## src/assert_macros.svh

```systemverilog
// Assertion macros shared by the clipper RTL.
// Included by modules that carry concurrent checks; no other dependencies.
`ifndef ASSERT_MACROS_SVH
`define ASSERT_MACROS_SVH
`ifndef SYNTH
`define ASSERT_IMPL(label, clk, rst_n, prop) \
  label: assert property (@(posedge clk) disable iff (!rst_n) prop) else $error("assertion failed");
`define ASSERT_NEVER(label, clk, rst_n, expr) \
  label: assert property (@(posedge clk) disable iff (!rst_n) !(expr)) else $error("forbidden state");
`else
`define ASSERT_IMPL(label, clk, rst_n, prop)
`define ASSERT_NEVER(label, clk, rst_n, expr)
`endif
`endif

```

## src/hpc_pkg.sv

```systemverilog
// Package for the homogeneous polygon clipper: sizes, state enum, vertex type.
// No dependencies; imported by every clipper module.
package hpc_pkg;
  localparam int MaxInVerts = 16;
  localparam int NumPlanes  = 6;
  localparam int StoreDepth = MaxInVerts + NumPlanes;
  localparam int IdxW       = $clog2(StoreDepth);
  localparam int CntW       = $clog2(StoreDepth + 1);
  localparam int VertW      = 4 * 32 + 3 * 16;

  typedef struct packed {
    logic signed [31:0] x;
    logic signed [31:0] y;
    logic signed [31:0] z;
    logic signed [31:0] w;
    logic [15:0] r;
    logic [15:0] g;
    logic [15:0] b;
  } vert_t;

  typedef enum logic [3:0] {
    ST_LOAD, ST_PSTART, ST_RDA, ST_RDB, ST_CAPB, ST_DIST, ST_DIV, ST_LERP, ST_WRX,
    ST_WRB, ST_NEXT, ST_ORD, ST_OUT, ST_EMPTY
  } state_t;

  // division request / status between sequencer and divider
  typedef struct packed {
    logic        start;
    logic [33:0] num;
    logic [33:0] den;
  } div_req_t;

  typedef struct packed {
    logic        busy;
    logic [16:0] q;
  } div_rsp_t;

  function automatic logic signed [32:0] plane_coord(vert_t v, logic [2:0] p);
    logic signed [32:0] c;
    c = (p[2:1] == 2'd0) ? 33'(v.x) : (p[2:1] == 2'd1) ? 33'(v.y) : 33'(v.z);
    return p[0] ? (33'(v.w) - c) : (c + 33'(v.w));
  endfunction
endpackage

```

## src/hpc_div.sv

```systemverilog
// Restoring divider for the crossing parameter: one quotient bit per cycle.
// Depends on hpc_pkg; computes min(floor(num*65536/den), 65536) for num < den.
module hpc_div
  import hpc_pkg::*;
(
  input  logic     clk,
  input  logic     rst_n,
  input  div_req_t req,
  output div_rsp_t rsp
);
  logic [33:0] rem_r, rem_nxt;
  logic [33:0] den_r;
  logic [16:0] q_r, q_nxt;
  logic [4:0]  cnt_r;
  logic        busy_r;
  logic [34:0] trial;

  // remainder stays below den, so it always fits in 34 bits
  always_comb begin
    trial   = {rem_r, 1'b0};
    rem_nxt = trial[33:0];
    q_nxt   = {q_r[15:0], 1'b0};
    if (trial >= {1'b0, den_r}) begin
      rem_nxt = 34'(trial - {1'b0, den_r});
      q_nxt[0] = 1'b1;
    end
  end

  always_ff @(posedge clk) begin
    if (!rst_n) begin
      busy_r <= 1'b0;
      cnt_r  <= '0;
    end else if (req.start) begin
      busy_r <= 1'b1;
      cnt_r  <= 5'd16;
    end else if (busy_r) begin
      if (cnt_r == 5'd1) busy_r <= 1'b0;
      cnt_r <= cnt_r - 5'd1;
    end
  end

  always_ff @(posedge clk) begin
    if (req.start) begin
      rem_r <= req.num;
      den_r <= req.den;
      q_r   <= '0;
    end else if (busy_r) begin
      rem_r <= rem_nxt;
      q_r   <= q_nxt;
    end
  end

  assign rsp.busy = busy_r;
  assign rsp.q    = q_r;

  `include "assert_macros.svh"
  `ASSERT_IMPL(a_div_len, clk, rst_n, req.start |=> busy_r)
  `ASSERT_NEVER(a_no_restart, clk, rst_n, req.start && busy_r)
  `ASSERT_IMPL(a_q_range, clk, rst_n, $fell(busy_r) |-> q_r <= 17'd65535)
endmodule

```

## config.mk

```make
export PLATFORM = sky130hd
export DESIGN_NAME = hpc_div
export DESIGN_NICKNAME = d
export VERILOG_FILES = /design/src/hpc_pkg.sv /design/src/hpc_div.sv
export VERILOG_INCLUDE_DIRS = /design/src /design/src/src
export SDC_FILE = /design/constraint.sdc
export NUM_CORES = 1
export LEC_CHECK = 0
export BUFFER_PORTS_ARGS = -buffer_cell sky130_fd_sc_hd__clkbuf_2
export CORE_ASPECT_RATIO = 0.7
export CORE_MARGIN = 8
export CORE_UTILIZATION = 55
export CTS_BUF_LIST = sky130_fd_sc_hd__clkbuf_4
export DETAILED_ROUTE_END_ITERATION = 16
export PLACE_DENSITY = 0.86
export SLEW_MARGIN = 15
export SYNTH_ARGS = -nofsm -noshare
export SYNTH_HDL_FRONTEND = slang
export SYNTH_SLANG_ARGS = --single-unit
export TNS_END_PERCENT = 1
```

## constraint.sdc

```tcl
create_clock -name clk -period 4.2 [get_ports clk]
set_clock_uncertainty 0.1 [all_clocks]
set_input_delay 0.42 -clock clk [delete_from_list [all_inputs] [get_ports clk]]
set_output_delay 0.42 -clock clk [all_outputs]
set_load 0.03 [all_outputs]
```

# Yosys cells after proc, flatten, opt, wreduce, memory -nomap -nowiden
# Index checks and enable logic that the tools add are counted.
# op_classes
n_addsub,2
magnitude_cmp,1
eq_ne,1
muxes,9
n_bitwise,1
n_reduce_logical,2
# op_table
cell,n
34-bit two-way mux,3
35-bit by 34-bit greater-or-equal comparator with 1-bit output,1
34-bit subtractor,1
5-bit two-way mux,2
"5-bit by 1-bit == test with 1-bit output, second input constant",1
"5-bit by 1-bit subtractor with 5-bit output, second input constant",1
1-bit two-way mux,4
2-bit nonzero test,1
2-bit OR reduction,1
1-bit inverter,1
# word_totals
reg_bits,91
input_bits,71
wordCells,22

# Logic depth before layout (Yosys ltp)
# logic_depth
depth_word,4
ltp_mapped,13
mapped_depth_nobuf,10

# Worst setup path after synthesis
# No wires, ideal clock.
# synth_timing
kind,register -> register
startpoint,register rem_r[0]
endpoint,"register rem_r[18], data pin"
t_arrival_ns,2.687
t_required_ns,3.839
setup_slack_ns,1.152
stages_incl_launch_ff,10
path_buffers,0
cell_sequence,edfxtp_1 fa_1 a211oi_2 o211ai_1 a2111oi_2 nor3_1 o311a_1 mux2i_1 o2111ai_1 a221o_1
# synth_between
elab_chain_cells,4
word_cells_on_any_way,5
classes_between,1 x add/sub; 1 x order compare; 3 x mux
# synth_rtl
element,line,rtl
start: declaration,hpc_div.sv:11,"logic [33:0] rem_r, rem_nxt;"
start signal: assignment,hpc_div.sv:44,rem_r <= req.num;
start signal: assignment,hpc_div.sv:48,rem_r <= rem_nxt;
34-bit subtractor or 35-bit by 34-bit greater-or-equal comparator with 1-bit output (tied branches),"hpc_div.sv:24, hpc_div.sv:23",
34-bit two-way mux *,hpc_div.sv:23,"if (trial >= {1'b0, den_r}) begin"
34-bit two-way mux *,hpc_div.sv:47,end else if (busy_r) begin
34-bit two-way mux *,hpc_div.sv:43,if (req.start) begin
# Every way passes the cells marked *; elsewhere a longest branch is shown, timed or not. The select of a mux whose other input is x is not followed.
# A chain may end at the register's enable or synchronous reset.

# Worst setup path after layout
# Ends and elaborated chain as after synthesis.

==> results.yml <==
worst_setup_path:
  crit_chain: "fa_1 > a211oi_2 > o211ai_1 > a2111oi_2 > nor3_1 > o311a_1 > mux2i_1 > o2111ai_1 > a221o_1"
  worstSetupPathType: "flip-flop to flip-flop"
  crit_required_ns: 4.34
  crit_fanout: 3
  cp_slowest_cell: "fa_1"
  crit_path_end_kind: "flip-flop"
  cp-start-kind: "flip-flop"
  arrival_ns: 3.59
  path_buf_inv: 0
  cpPeakStageDelay_ns: 0.53
  path_delay_family: "compound AO/OA/AOI/OAI gates"
final_layout:
  synthToLayoutAreaGrowth_pct: 15.49
  multiInputGateArea_um2: 2884
  n_fill_cell: 848
  seqCellArea_um2: 2502
  antenna_cells: 0
  layout-drive-gt1-share_pct: 18.05
  final_net_count: 801
  final_cell_area_um2: 6699
synthesis:
  synth_edf_count: 68
  yosys_warnings: 0
  synth_async_sr_flop_share_pct: 0
  synth_seq_cells: 91
  synthTopCellsByArea: "edfxtp_1 35%, dfxtp_1 7.9%, ha_1 7.8%"
  synthAdderAreaFrac_pct: 8.110
  synthSimpleGateAreaFrac_pct: 15.42
  yosysTopAreaCell: "edfxtp_1"
  synthCells: 597
  ys.flop_type: "edfxtp_1"
  synth_top_cell_area_share_pct: 35.20
  synth_top_family_by_area: "compound AO/OA/AOI/OAI gates"
  synthMuxAreaShare_pct: 4.077
  netlist_area_um2: 5801
  ys_seq_area_share_pct: 43.14
  synth_compound_area_share_pct: 18.33
  synth.avg_cell_area_um2: 9.716
  synthXorXnorAreaFrac_pct: 3.775
  syn_nets: 705
  synth.distinct_cells: 71
timing:
  hold_violations: 0
  setup_viol: 0
  relSlewSlack_pct: 41.29
  max_freq_mhz: 290.1
  rsz0062_at_grt: "no"
  setup_slack_ns: 0.7525
  tightest_slew_ns: 0.8806
  post-route-period-util_pct: 82.08
  fin_setup_tns_ns: 0
  worst_hold_slack_ns: 0.06735
  fin_crit_ns: 3.447
  slew_violations: 0
hold_path:
  hp-class: "input port to flip-flop"
floorplanning:
  core_um2: 10320
  die_h_um: 101.9
  start_util_pct: 56.22
  die_x_um: 138.7
  dieArea_um2: 14140
  row_count: 31
  pin_count: 89
status:
  status: "finished clean"
global_routing:
  grt_pass1_vias: 4817
  grt_pass1_wl_um: 23380
  antenna_found_initial: 0
  grt_max_degree: 63
  gr-total-overflow: 0
  gr-usage-all-layers_pct: 20.53
cts:
  clock_path_buffers: 2
  cts-root-buf: "clkbuf_4"
  clk_latency_ns: 0.48
  htreeDepth: 3
  path_clk_slew_ns: 0.18
  clock_sinks: 91
  cts_buffers: 9
  cts_resized: 0
  cts_tree: "yes"
place:
  place_ws_ns: 0.8548
  port_buffers: 88
  place_area_um2: 6202
  gp_congestion: 0.9133
  hpwl_um: 10590
job:
  max_cap_violations: 0
routing:
  routed_via_density: 5.876
  drt_first_pass_iters: 5
  drt-initial-drc-count: 537
  antenna_left: 0
  routed_wl_um: 14360
  vias: 4877
  drc_errors: 0
  wl_per_cell_um: 17.30
pwr:
  power.density_nw_per_um2: 458.1
  peakVddDrop_uv: 205.8
  power_leakage_uw: 0.002943
  total_power_uw: 3069
==> final cells by class <==
class	count	share of cell area [%]
well taps	132	2.465
repair buffers	128	12.33
multi-input cells	419	43.05
clock buffers	9	1.009
flip-flops and latches	91	37.36
clock inverters	7	1.326
inverters	44	2.465
==> report_power, final <==
| group | switching [µW] | leakage, µW | internal, µW |
|---|---|---|---|
| clock network | 372 | 0.0000832 | 151 |
| registers | 68.4 | 0.000859 | 1120 |
| logic | 791 | 0.00200 | 569 |
==> per-layer routing <==
metal | vias to the layer above | GRT usage (%) | wire length [µm]
met4 | 0 | 5.374 | 162
met3 | 21 | 6.300 | 1180
met2 | 211 | 32.16 | 6332
met1 | 2281 | 27.25 | 6681
li1 | 2364 | - | -
met5 | - | 0 | 0
==> Yosys cell counts, types with 7 or more instances <==
master / number
edfxtp_1: 68
o21ai_0: 27
dfxtp_1: 23
xnor2_1: 12
a21oi_1: 30
o21a_1: 10
nand2_1: 53
xor2_1: 13
inv_1: 44
nor2_1: 58
clkbuf_1: 19
a21o_1: 13
buf_4: 17
ha_1: 36
and3_1: 13
mux2i_1: 21
a31oi_1: 21
nor2b_1: 7
nor3_1: 14
==> placed cells by master, fill, tap and decap left out, types with 4 or more instances in the layout <==
cell	synthesis	layout
a211oi_1	5	5
nor2b_1	7	7
ha_1	36	36
o21ai_0	27	27
nand2_1	53	53
or3_1	4	4
nor3_1	14	14
a2bb2oi_1	5	5
a21oi_1	30	30
and4_1	5	5
dfxtp_1	23	23
and3_1	13	13
xnor2_1	12	12
o211ai_1	4	4
a31oi_1	21	21
clkbuf_2	0	87
buf_4	17	6
edfxtp_1	68	68
mux2i_1	21	21
nand3_1	5	5
xor2_1	13	13
inv_1	44	44
a21o_1	13	13
a221o_1	6	6
clkbuf_4	0	9
nor2_1	58	58
dlygate4sd3_1	0	34
o21a_1	10	10
==> state kept, by name, summed over array words and instances (netlist names) <==
register and count:
busy_r 1, cnt_r 5, den_r 34, q_r 17, rem_r 34
==> final timing paths <==
kind | startpoint | to | slack, ns | depth (start not counted)
setup / recovery | rem_r[0]$_DFFE_PP_ | rem_r[18]$_DFFE_PP_ | 0.75 | 9
hold / removal | rst_n | cnt_r[4]$_SDFFE_PN0P_ | 0.07 | 2
setup reg to reg | rem_r[0]$_DFFE_PP_ | rem_r[18]$_DFFE_PP_ | 0.75 | 9
hold reg to reg | cnt_r[1]$_SDFFE_PP0P_ | cnt_r[1]$_SDFFE_PP0P_ | 0.42 | 2
==> what timing repair did <==
| action | in CTS | in global routing |
|---|---|---|
| hold endpoints to repair | 32 | 2 |
| hold buffers | 32 | 2 |
| setup buffers | 0 | 0 |
==> per-stage QoR <==
stage	std cells	util [%]
floorplan	597	-
global placement	780	60.11
detailed placement	780	60.11
CTS	828	64.73
global route	830	64.93
finish	830	64.93
==> kinds of logic (layout without fill, tap and decap cells) <==
| kind of cell | after synthesis | in the layout |
|---|---|---|
| mux | 23 | 23 |
| buf+inv | 87 | 188 |
| flops | 91 | 91 |
| xor+xnor | 25 | 25 |
| simple gates | 184 | 184 |
| fa+ha+maj | 37 | 37 |
| compound gates | 150 | 150 |
(Power assumes the default switching activity.)
